$ cat config.mk
export PLATFORM = sky130hd
export DESIGN_NAME = stepper_command_line_parser
export DESIGN_NICKNAME = d
export VERILOG_FILES = /design/src/sv/stpcmd_pkg.sv /design/src/sv/stpcmd_cfg_regs.sv /design/src/sv/stpcmd_parser.sv /design/src/sv/stpcmd_out_stage.sv /design/src/sv/stepper_command_line_parser.sv
export SDC_FILE = /design/constraint.sdc
export NUM_CORES = 1
export LEC_CHECK = 0
export CORE_AREA = 2 2 121 123
export CTS_CLUSTER_DIAMETER = 100
export DETAILED_ROUTE_END_ITERATION = 6
export DIE_AREA = 0 0 123 125
export DONT_BUFFER_PORTS = 1
export REMOVE_ABC_BUFFERS = 1
export SYNTH_ARGS = -nofsm -noshare
export SYNTH_HDL_FRONTEND = slang
export SYNTH_SLANG_ARGS = --single-unit
$ cat constraint.sdc
create_clock -name clk -period 4.4 [get_ports clk]
set_input_delay 0.22 -clock clk [delete_from_list [all_inputs] [get_ports clk]]
set_output_delay 0.22 -clock clk [all_outputs]
set_load 0.01 [all_outputs]
$ cat src/sv/stpcmd_pkg.sv
package stpcmd_pkg;

    localparam int BYTE_W   = 8;
    localparam int ACTION_W = 3;
    localparam int ACCUM_W  = 31;
    localparam int APB_AW   = 3;
    localparam int APB_DW   = 32;

    localparam logic [BYTE_W-1:0] LINE_END_RESET = 8'd10;

    // register indexes (word address)
    localparam logic REG_LINE_END = 1'b0;

    // action codes
    localparam logic [ACTION_W-1:0] ACT_NONE = 3'd0;
    localparam logic [ACTION_W-1:0] ACT_EN   = 3'd1;
    localparam logic [ACTION_W-1:0] ACT_DIR  = 3'd2;
    localparam logic [ACTION_W-1:0] ACT_RES  = 3'd3;
    localparam logic [ACTION_W-1:0] ACT_STEP = 3'd4;

    typedef struct packed {
        logic                cmd_error;
        logic [ACTION_W-1:0] action;
        logic [BYTE_W-1:0]   action_arg;
    } stpcmd_result_t;

endpackage

$ cat src/sv/stpcmd_cfg_regs.sv
module stpcmd_cfg_regs (
    input  logic                          clk,
    input  logic                          rst_n,
    input  logic                          psel,
    input  logic                          penable,
    input  logic                          pwrite,
    input  logic [stpcmd_pkg::APB_AW-1:0] paddr,
    input  logic [stpcmd_pkg::APB_DW-1:0] pwdata,
    output logic [stpcmd_pkg::APB_DW-1:0] prdata,
    output logic                          pready,
    output logic [stpcmd_pkg::BYTE_W-1:0] line_end_char
);
    import stpcmd_pkg::*;

    logic [BYTE_W-1:0] line_end_reg;
    logic              wr_en;
    logic              reg_hit;

    // paddr[1:0] is the byte lane; paddr[2] picks the word
    assign reg_hit = (paddr[APB_AW-1] == REG_LINE_END);
    assign wr_en   = psel && penable && pwrite && reg_hit;
    assign pready  = 1'b1;

    always_ff @(posedge clk or negedge rst_n)
    begin
        if (!rst_n)
        begin
            line_end_reg <= LINE_END_RESET;
        end
        else if (wr_en)
        begin
            line_end_reg <= pwdata[BYTE_W-1:0];
        end
    end

    always_comb
    begin
        prdata = '0;
        if (reg_hit)
        begin
            prdata = {{(APB_DW-BYTE_W){1'b0}}, line_end_reg};
        end
    end

    assign line_end_char = line_end_reg;

endmodule

$ cat src/sv/stpcmd_parser.sv
module stpcmd_parser (
    input  logic                           clk,
    input  logic                           rst_n,
    input  logic                           step,
    input  logic [stpcmd_pkg::BYTE_W-1:0]  char_in,
    input  logic [stpcmd_pkg::BYTE_W-1:0]  line_end_char,
    output logic                           is_end,
    output stpcmd_pkg::stpcmd_result_t     result
);
    import stpcmd_pkg::*;

    localparam logic [2:0] PH_SKIP_EQ   = 3'd0;
    localparam logic [2:0] PH_WORD      = 3'd1;
    localparam logic [2:0] PH_SKIP_DOT1 = 3'd2;
    localparam logic [2:0] PH_PARAM     = 3'd3;
    localparam logic [2:0] PH_SKIP_DOT2 = 3'd4;
    localparam logic [2:0] PH_VALUE     = 3'd5;
    localparam logic [2:0] PH_DONE      = 3'd6;
    localparam logic [2:0] PH_NOVALUE   = 3'd7;

    localparam logic [BYTE_W-1:0] CH_EQ   = 8'h3D;
    localparam logic [BYTE_W-1:0] CH_DOT  = 8'h2E;
    localparam logic [BYTE_W-1:0] CH_ZERO = 8'h30;
    localparam logic [BYTE_W-1:0] CH_NINE = 8'h39;
    localparam logic [BYTE_W-1:0] CH_NUL  = 8'h00;

    localparam logic [15:0] PAR_EN = 16'h454E;
    localparam logic [15:0] PAR_DR = 16'h4452;
    localparam logic [15:0] PAR_RS = 16'h5253;
    localparam logic [15:0] PAR_ST = 16'h5354;

    localparam int WIDE_W = ACCUM_W + 4;
    localparam logic [ACCUM_W-1:0] VALUE_MAX = {ACCUM_W{1'b1}};

    logic [2:0]         parse_phase_reg,  parse_phase_next;
    logic [15:0]        param_chars_reg,  param_chars_next;
    logic [1:0]         param_length_reg, param_length_next;
    logic               digits_valid_reg, digits_valid_next;
    logic [ACCUM_W-1:0] value_accum_reg,  value_accum_next;

    logic               take_param;
    logic               take_value;
    logic               is_digit;
    logic [WIDE_W-1:0]  wide_value;
    logic [ACCUM_W-1:0] digit_value;
    logic               have_value;
    logic               param_ok;

    assign is_end   = (char_in == line_end_char);
    assign is_digit = (char_in >= CH_ZERO) && (char_in <= CH_NINE);

    // value * 10 + digit, as two shifts and adds
    assign digit_value = {{(ACCUM_W-BYTE_W){1'b0}}, char_in - CH_ZERO};
    assign wide_value  = ({4'b0, value_accum_reg} << 3) + ({4'b0, value_accum_reg} << 1)
                       + {4'b0, digit_value};

    always_comb
    begin
        parse_phase_next  = parse_phase_reg;
        param_chars_next  = param_chars_reg;
        param_length_next = param_length_reg;
        digits_valid_next = digits_valid_reg;
        value_accum_next  = value_accum_reg;
        take_param        = 1'b0;
        take_value        = 1'b0;

        if (is_end)
        begin
            parse_phase_next = PH_SKIP_EQ;
        end
        else if (char_in == CH_NUL)
        begin
            if (parse_phase_reg == PH_VALUE || parse_phase_reg == PH_DONE)
                parse_phase_next = PH_DONE;
            else
                parse_phase_next = PH_NOVALUE;
        end
        else
        begin
            unique case (parse_phase_reg)
                PH_SKIP_EQ:
                begin
                    if (char_in != CH_EQ)
                        parse_phase_next = PH_WORD;
                end
                PH_WORD:
                begin
                    if (char_in == CH_EQ)
                        parse_phase_next = PH_SKIP_DOT1;
                end
                PH_SKIP_DOT1:
                begin
                    if (char_in != CH_DOT)
                    begin
                        parse_phase_next = PH_PARAM;
                        take_param       = 1'b1;
                    end
                end
                PH_PARAM:
                begin
                    if (char_in == CH_DOT)
                        parse_phase_next = PH_SKIP_DOT2;
                    else
                        take_param = 1'b1;
                end
                PH_SKIP_DOT2:
                begin
                    if (char_in != CH_DOT)
                    begin
                        parse_phase_next = PH_VALUE;
                        take_value       = 1'b1;
                    end
                end
                PH_VALUE:
                begin
                    if (char_in == CH_DOT)
                        parse_phase_next = PH_DONE;
                    else
                        take_value = 1'b1;
                end
                default:
                begin
                end
            endcase
        end

        if (take_param)
        begin
            if (param_length_reg < 2'd2)
                param_chars_next = {param_chars_reg[7:0], char_in};
            if (param_length_reg != 2'd3)
                param_length_next = param_length_reg + 2'd1;
        end

        if (take_value)
        begin
            if (is_digit)
            begin
                if (wide_value > {4'b0, VALUE_MAX})
                    value_accum_next = VALUE_MAX;
                else
                    value_accum_next = wide_value[ACCUM_W-1:0];
            end
            else
            begin
                digits_valid_next = 1'b0;
            end
        end

        // line end wipes all per-line state
        if (is_end)
        begin
            param_chars_next  = '0;
            param_length_next = '0;
            digits_valid_next = 1'b1;
            value_accum_next  = '0;
        end
    end

    always_ff @(posedge clk or negedge rst_n)
    begin
        if (!rst_n)
        begin
            parse_phase_reg  <= PH_SKIP_EQ;
            param_chars_reg  <= '0;
            param_length_reg <= '0;
            digits_valid_reg <= 1'b1;
            value_accum_reg  <= '0;
        end
        else if (step)
        begin
            parse_phase_reg  <= parse_phase_next;
            param_chars_reg  <= param_chars_next;
            param_length_reg <= param_length_next;
            digits_valid_reg <= digits_valid_next;
            value_accum_reg  <= value_accum_next;
        end
    end

    // result of the line as it stands before the terminating byte
    assign have_value = (parse_phase_reg == PH_VALUE) || (parse_phase_reg == PH_DONE);
    assign param_ok   = have_value && digits_valid_reg && (param_length_reg == 2'd2);

    always_comb
    begin
        result.cmd_error  = 1'b1;
        result.action     = ACT_NONE;
        result.action_arg = '0;
        if (param_ok)
        begin
            result.cmd_error = 1'b0;
            case (param_chars_reg)
                PAR_EN:
                begin
                    result.action     = ACT_EN;
                    result.action_arg = {7'b0, value_accum_reg == 31'd1};
                end
                PAR_DR:
                begin
                    result.action     = ACT_DIR;
                    result.action_arg = {7'b0, value_accum_reg == 31'd1};
                end
                PAR_RS:
                begin
                    result.action = ACT_RES;
                    if (value_accum_reg >= 31'd1 && value_accum_reg <= 31'd4)
                        result.action_arg = value_accum_reg[BYTE_W-1:0];
                end
                PAR_ST:
                begin
                    result.action     = ACT_STEP;
                    result.action_arg = value_accum_reg[BYTE_W-1:0];
                end
                default:
                begin
                    result.cmd_error = 1'b1;
                end
            endcase
        end
    end

    a_end_restarts: assert property (@(posedge clk) disable iff (!rst_n)
        step && is_end |=> parse_phase_reg == PH_SKIP_EQ && value_accum_reg == '0)
        else $error("parser did not restart after line end");

    a_no_value_early: assert property (@(posedge clk) disable iff (!rst_n)
        (parse_phase_reg == PH_SKIP_EQ || parse_phase_reg == PH_WORD
         || parse_phase_reg == PH_SKIP_DOT1 || parse_phase_reg == PH_PARAM
         || parse_phase_reg == PH_SKIP_DOT2)
        |-> value_accum_reg == '0 && digits_valid_reg)
        else $error("value state touched before value phase");

    a_no_param_early: assert property (@(posedge clk) disable iff (!rst_n)
        (parse_phase_reg == PH_SKIP_EQ || parse_phase_reg == PH_WORD
         || parse_phase_reg == PH_SKIP_DOT1) |-> param_length_reg == 2'd0)
        else $error("parameter bytes taken before parameter phase");

    a_error_clean: assert property (@(posedge clk) disable iff (!rst_n)
        result.cmd_error |-> result.action == ACT_NONE && result.action_arg == '0)
        else $error("error result carries an action");

endmodule

$ cat src/sv/stpcmd_out_stage.sv
module stpcmd_out_stage (
    input  logic                       clk,
    input  logic                       rst_n,
    input  logic                       load,
    input  stpcmd_pkg::stpcmd_result_t result_in,
    input  logic                       result_stall,
    output logic                       can_take,
    output logic                       result_valid,
    output stpcmd_pkg::stpcmd_result_t result_out
);
    import stpcmd_pkg::*;

    logic           valid_reg;
    stpcmd_result_t data_reg;

    // free slot when empty or the current result leaves this cycle
    assign can_take = !valid_reg || !result_stall;

    always_ff @(posedge clk or negedge rst_n)
    begin
        if (!rst_n)
        begin
            valid_reg <= 1'b0;
        end
        else if (load)
        begin
            valid_reg <= 1'b1;
        end
        else if (!result_stall)
        begin
            valid_reg <= 1'b0;
        end
    end

    always_ff @(posedge clk)
    begin
        if (load)
        begin
            data_reg <= result_in;
        end
    end

    assign result_valid = valid_reg;
    assign result_out   = data_reg;

    a_no_overwrite: assert property (@(posedge clk) disable iff (!rst_n)
        valid_reg && result_stall |-> !load)
        else $error("held result overwritten");

    a_load_shows: assert property (@(posedge clk) disable iff (!rst_n)
        load |=> valid_reg)
        else $error("loaded result not presented");

    a_take_empty: assert property (@(posedge clk) disable iff (!rst_n)
        valid_reg && !result_stall && !load |=> !valid_reg)
        else $error("taken result repeated");

endmodule

$ cat src/sv/stepper_command_line_parser.sv
// A line-end request passes the input register, then the result register,
//   before its result is shown; a full, stalled result register can hold it.
// Throughput: one byte request per cycle; only a line end that meets a stalled,
//   full result register holds the input register, and so the byte input.
// Reset (rst_n, async, active low): parser back to its start phase, line end
//   byte 10, input and result registers empty.
module stepper_command_line_parser (
    input  logic                          clk,
    input  logic                          rst_n,
    input  logic                          psel,
    input  logic                          penable,
    input  logic                          pwrite,
    input  logic [stpcmd_pkg::APB_AW-1:0] paddr,
    input  logic [stpcmd_pkg::APB_DW-1:0] pwdata,
    output logic [stpcmd_pkg::APB_DW-1:0] prdata,
    output logic                          pready,
    input  logic                          byte_valid,
    output logic                          byte_stall,
    input  logic [stpcmd_pkg::BYTE_W-1:0] rx_byte,
    output logic                          result_valid,
    input  logic                          result_stall,
    output logic                          cmd_error,
    output logic [stpcmd_pkg::ACTION_W-1:0] action,
    output logic [stpcmd_pkg::BYTE_W-1:0] action_arg
);
    import stpcmd_pkg::*;

    logic              in_valid_reg;
    logic [BYTE_W-1:0] in_byte_reg;
    logic [BYTE_W-1:0] line_end_char;
    logic              is_end;
    logic              can_take;
    logic              advance;
    logic              accept;
    stpcmd_result_t    line_result;
    stpcmd_result_t    out_result;

    stpcmd_cfg_regs u_cfg (
        .clk           (clk),
        .rst_n         (rst_n),
        .psel          (psel),
        .penable       (penable),
        .pwrite        (pwrite),
        .paddr         (paddr),
        .pwdata        (pwdata),
        .prdata        (prdata),
        .pready        (pready),
        .line_end_char (line_end_char)
    );

    assign advance    = in_valid_reg && (!is_end || can_take);
    assign byte_stall = in_valid_reg && !advance;
    assign accept     = byte_valid && !byte_stall;

    always_ff @(posedge clk or negedge rst_n)
    begin
        if (!rst_n)
        begin
            in_valid_reg <= 1'b0;
        end
        else if (accept)
        begin
            in_valid_reg <= 1'b1;
        end
        else if (advance)
        begin
            in_valid_reg <= 1'b0;
        end
    end

    always_ff @(posedge clk)
    begin
        if (accept)
        begin
            in_byte_reg <= rx_byte;
        end
    end

    stpcmd_parser u_parser (
        .clk           (clk),
        .rst_n         (rst_n),
        .step          (advance),
        .char_in       (in_byte_reg),
        .line_end_char (line_end_char),
        .is_end        (is_end),
        .result        (line_result)
    );

    stpcmd_out_stage u_out (
        .clk          (clk),
        .rst_n        (rst_n),
        .load         (advance && is_end),
        .result_in    (line_result),
        .result_stall (result_stall),
        .can_take     (can_take),
        .result_valid (result_valid),
        .result_out   (out_result)
    );

    assign cmd_error  = out_result.cmd_error;
    assign action     = out_result.action;
    assign action_arg = out_result.action_arg;

    a_stall_only_full: assert property (@(posedge clk) disable iff (!rst_n)
        byte_stall |-> in_valid_reg && is_end && result_valid)
        else $error("byte input stalled without a blocked result");

    a_pass_through: assert property (@(posedge clk) disable iff (!rst_n)
        advance && is_end |=> result_valid)
        else $error("line end gave no result");

    a_held_input: assert property (@(posedge clk) disable iff (!rst_n)
        byte_stall |=> in_valid_reg && $stable(in_byte_reg))
        else $error("held byte lost");

endmodule

==> flow_metrics.tcl <==
set metrics [dict create \
    area_growth_pct 11.2 \
    yosys_warnings 0 \
    synth_area_um2 6170 \
    vdd_ir_drop_max_v 0.000284 \
    ant_nets 0 \
    power_frac_seq_pct 41.7 \
    synth_area_leader_cell "dfrtp_1" \
    worstSetupEndpointType "flip-flop" \
    maxSlewViolCount 0 \
    drtIter0Drc 428 \
    p_total_w 0.00261 \
    cp_top_family "compound AO/OA/AOI/OAI gates" \
    grt_pass1_wl_mm 23.8 \
    netlist_top_cells_count "nand2_1, ha_1, dfrtp_1" \
    clkTransAtPathRegs_ns 0.06 \
    final-hold-violation-count 0 \
    arrival_ns 4.49 \
    wl_per_cell_um 16.5 \
    cts_buffer_depth 2 \
    vias_per_cell 5.72 \
    initial_utilization_pct 43.4 \
    coreArea_um2 14200 \
    drive_gt1_share_pct 9.88 \
    finalSetupTns_ns 0 \
    postSynthCellCount 656 \
    antenna_cells 0 \
    grt_max_degree 64 \
    largest_register_ffs 31 \
    maxCapViolations 0 \
    fp-row-count 44 \
    clock-sinks 83 \
    yosysUniqueCellTypes 67 \
    fin_crit_ns 4.27 \
    worstSkewPairLatency_ns 0.33 \
    io_pins 97 \
    worst_slew_pin_slew_ns 0.666 \
    yosysMostFrequentCell "nand2_1" \
    power.share.clock_pct 30.2 \
    whs_ns 0.0344 \
    wl_mm 14.2 \
    crit_path_start_kind "flip-flop" \
    grt_antenna_before_repair 0 \
    grt_pass1_vias 4699 \
    powerDensity_nw_per_um2 380 \
    synth_top_area_share_pct 24.3 \
    cpMostUsedCell "ha_2" \
    synth_edf_count 20 \
    status "finished, final reports clean" \
    cts_root_buf "clkbuf_16" \
    cts_tree "done" \
    grt_overflow 0 \
    track_usage_pct 19.2 \
    setup_viol 0 \
    p_sw_share_pct 33.2 \
    cts-htree-levels 3 \
    drt-pass1-iter-count 6 \
    hpwl_mm 10.6 \
    combPwrFrac_pct 28.1 \
    synthArstFlopShare_pct 75.9 \
    crit_path_max_fanout 26 \
    p_leak_nw 3.23 \
    syn_area_per_cell_um2 9.40 \
    gp_congestion 0.846 \
    path_cells "ha_2 -> xor2_1 -> fa_1 -> inv_1 -> ha_2 -> nand3_2 -> nor4b_4 -> a211oi_4 -> o41ai_4 -> a311oi_2 -> buf_4 -> a211o_1 -> o311a_4 -> o21a_1 -> buf_12 -> a221o_1" \
    seq_area_frac_synth_pct 35.4 \
    critPathBufInv 3 \
    port_buffers 0 \
    slowest_delay_ns 0.50 \
    intPower_w 0.00174 \
    fin_crit_sh_pct 97.1 \
    crit_slowest_cell "edfxtp_1" \
    vias 4929 \
    hp-class "input pin to flip-flop" \
    max_freq_mhz 234 \
    synth_area_leaders "dfrtp_1, ha_1, edfxtp_1" \
    slew_headroom_pct 55.5 \
    dieArea_um2 15400 \
    path_class "flip-flop to flip-flop" \
    dieWidth_um 123 \
    synth-seq-cells 83 \
    die_h_um 125 \
    switchingPower_w 0.000865 \
    finClkSkew_ns 0.00742 \
    synth_top_flop_cell "dfrtp_1" \
    cp.required_ns 4.62 \
    fin_nets 791 \
    drc 0 \
    cts_made_buffers 9 \
]
[repair_timing]
item | in CTS | in global routing
buffers inserted | 0 | 3
endpoints found under the hold margin | 72 | 0
gates resized for setup | 0 | 10
setup endpoints to repair | 0 | 26
hold buffers | 11 | 0
[per-layer routing]
layer | up-vias | track usage [%] | share of wire, % | routed length, µm
met1 | 2372 | 28.7 | 49 | 6920
met3 | 14 | 3.24 | 5.3 | 749
li1 | 2391 | - | - | -
met4 | 0 | 4.55 | 1.1 | 163
met5 | - | 0 | 0 | 0
met2 | 152 | 29.2 | 45 | 6380
[final timing paths]
check                                             start                            to  slack, ns  cells past startpoint
setup reg to reg                         in_byte_reg[5]   u_parser.value_accum_reg[7]       0.13                     16
hold / removal                                pwdata[2]        u_cfg.line_end_char[2]       0.03                      1
hold reg to reg            u_parser.param_chars_reg[13]  u_parser.param_chars_reg[13]       0.48                      2
setup / recovery                         in_byte_reg[5]   u_parser.value_accum_reg[7]       0.13                     16
min in group asynchronous                         rst_n  u_parser.param_chars_reg[15]       0.41                      2
max in group asynchronous                         rst_n        u_cfg.line_end_char[1]       3.66                      2
[cells by family (layout without fill, tap and decap cells)]
family          after synthesis  after routing  synth area share, %
compound gates              174            174                 19.7
xor+xnor                     42             42                 5.96
fa+ha+maj                    68             68                 14.5
buf+inv                      79             78                 6.69
flops                        83             83                 35.4
mux                           9              9                 1.62
other cells                   2             25                0.122
simple gates                199            199                 16.0
[power by group through the flow]
stage / sequential [W] / combinational, W / clock, W
4_1_cts: 0.00109 / 0.000695 / 0.000805
5_1_grt: 0.00111 / 0.000831 / 0.000838
2_1_floorplan: 0.00105 / 0.000536 / 0
3_3_place_gp: 0.00109 / 0.000650 / 0
6_report: 0.00109 / 0.000732 / 0.000787
3_5_place_dp: 0.00110 / 0.000666 / 0
[cell type report]
type | instances | area (µm²)
multi-input combinational | 517 | 3720
tap | 184 | 230
sequential | 83 | 2180
clock buffer | 13 | 272
timing repair buffer | 33 | 305
clock inverter | 3 | 43.8
inverter | 29 | 109
fill | 1328 | 7350
[stage by stage]
step / cell area [µm²] / setup slack [ns] / cells / utilization (%)
after global routing: 6860 / -0.0139 / 862 / 48.3
after CTS: 6780 / 0.0107 / 859 / 47.8
after floorplan: 5950 / 0.266 / 629 / -
after detailed placement: 6340 / 0.0402 / 832 / 44.6
final: 6860 / 0.128 / 862 / 48.3
after global placement: 6340 / 0.0836 / 832 / 44.6
[cell usage in the layout, fill, tap and decap left out, drive strengths merged, types with 13 or more instances in the layout]
cell    count
a21oi      49
xor2       23
nor3       13
clkbuf     13
ha         62
inv        29
dfrtp      60
edfxtp     20
xnor2      19
nand2      77
nor2b      16
nor2       27
buf        23
nand3      16
o21ai      42
conb       25
a221o      25
Note: power is estimated with default switching activity, not from simulation.
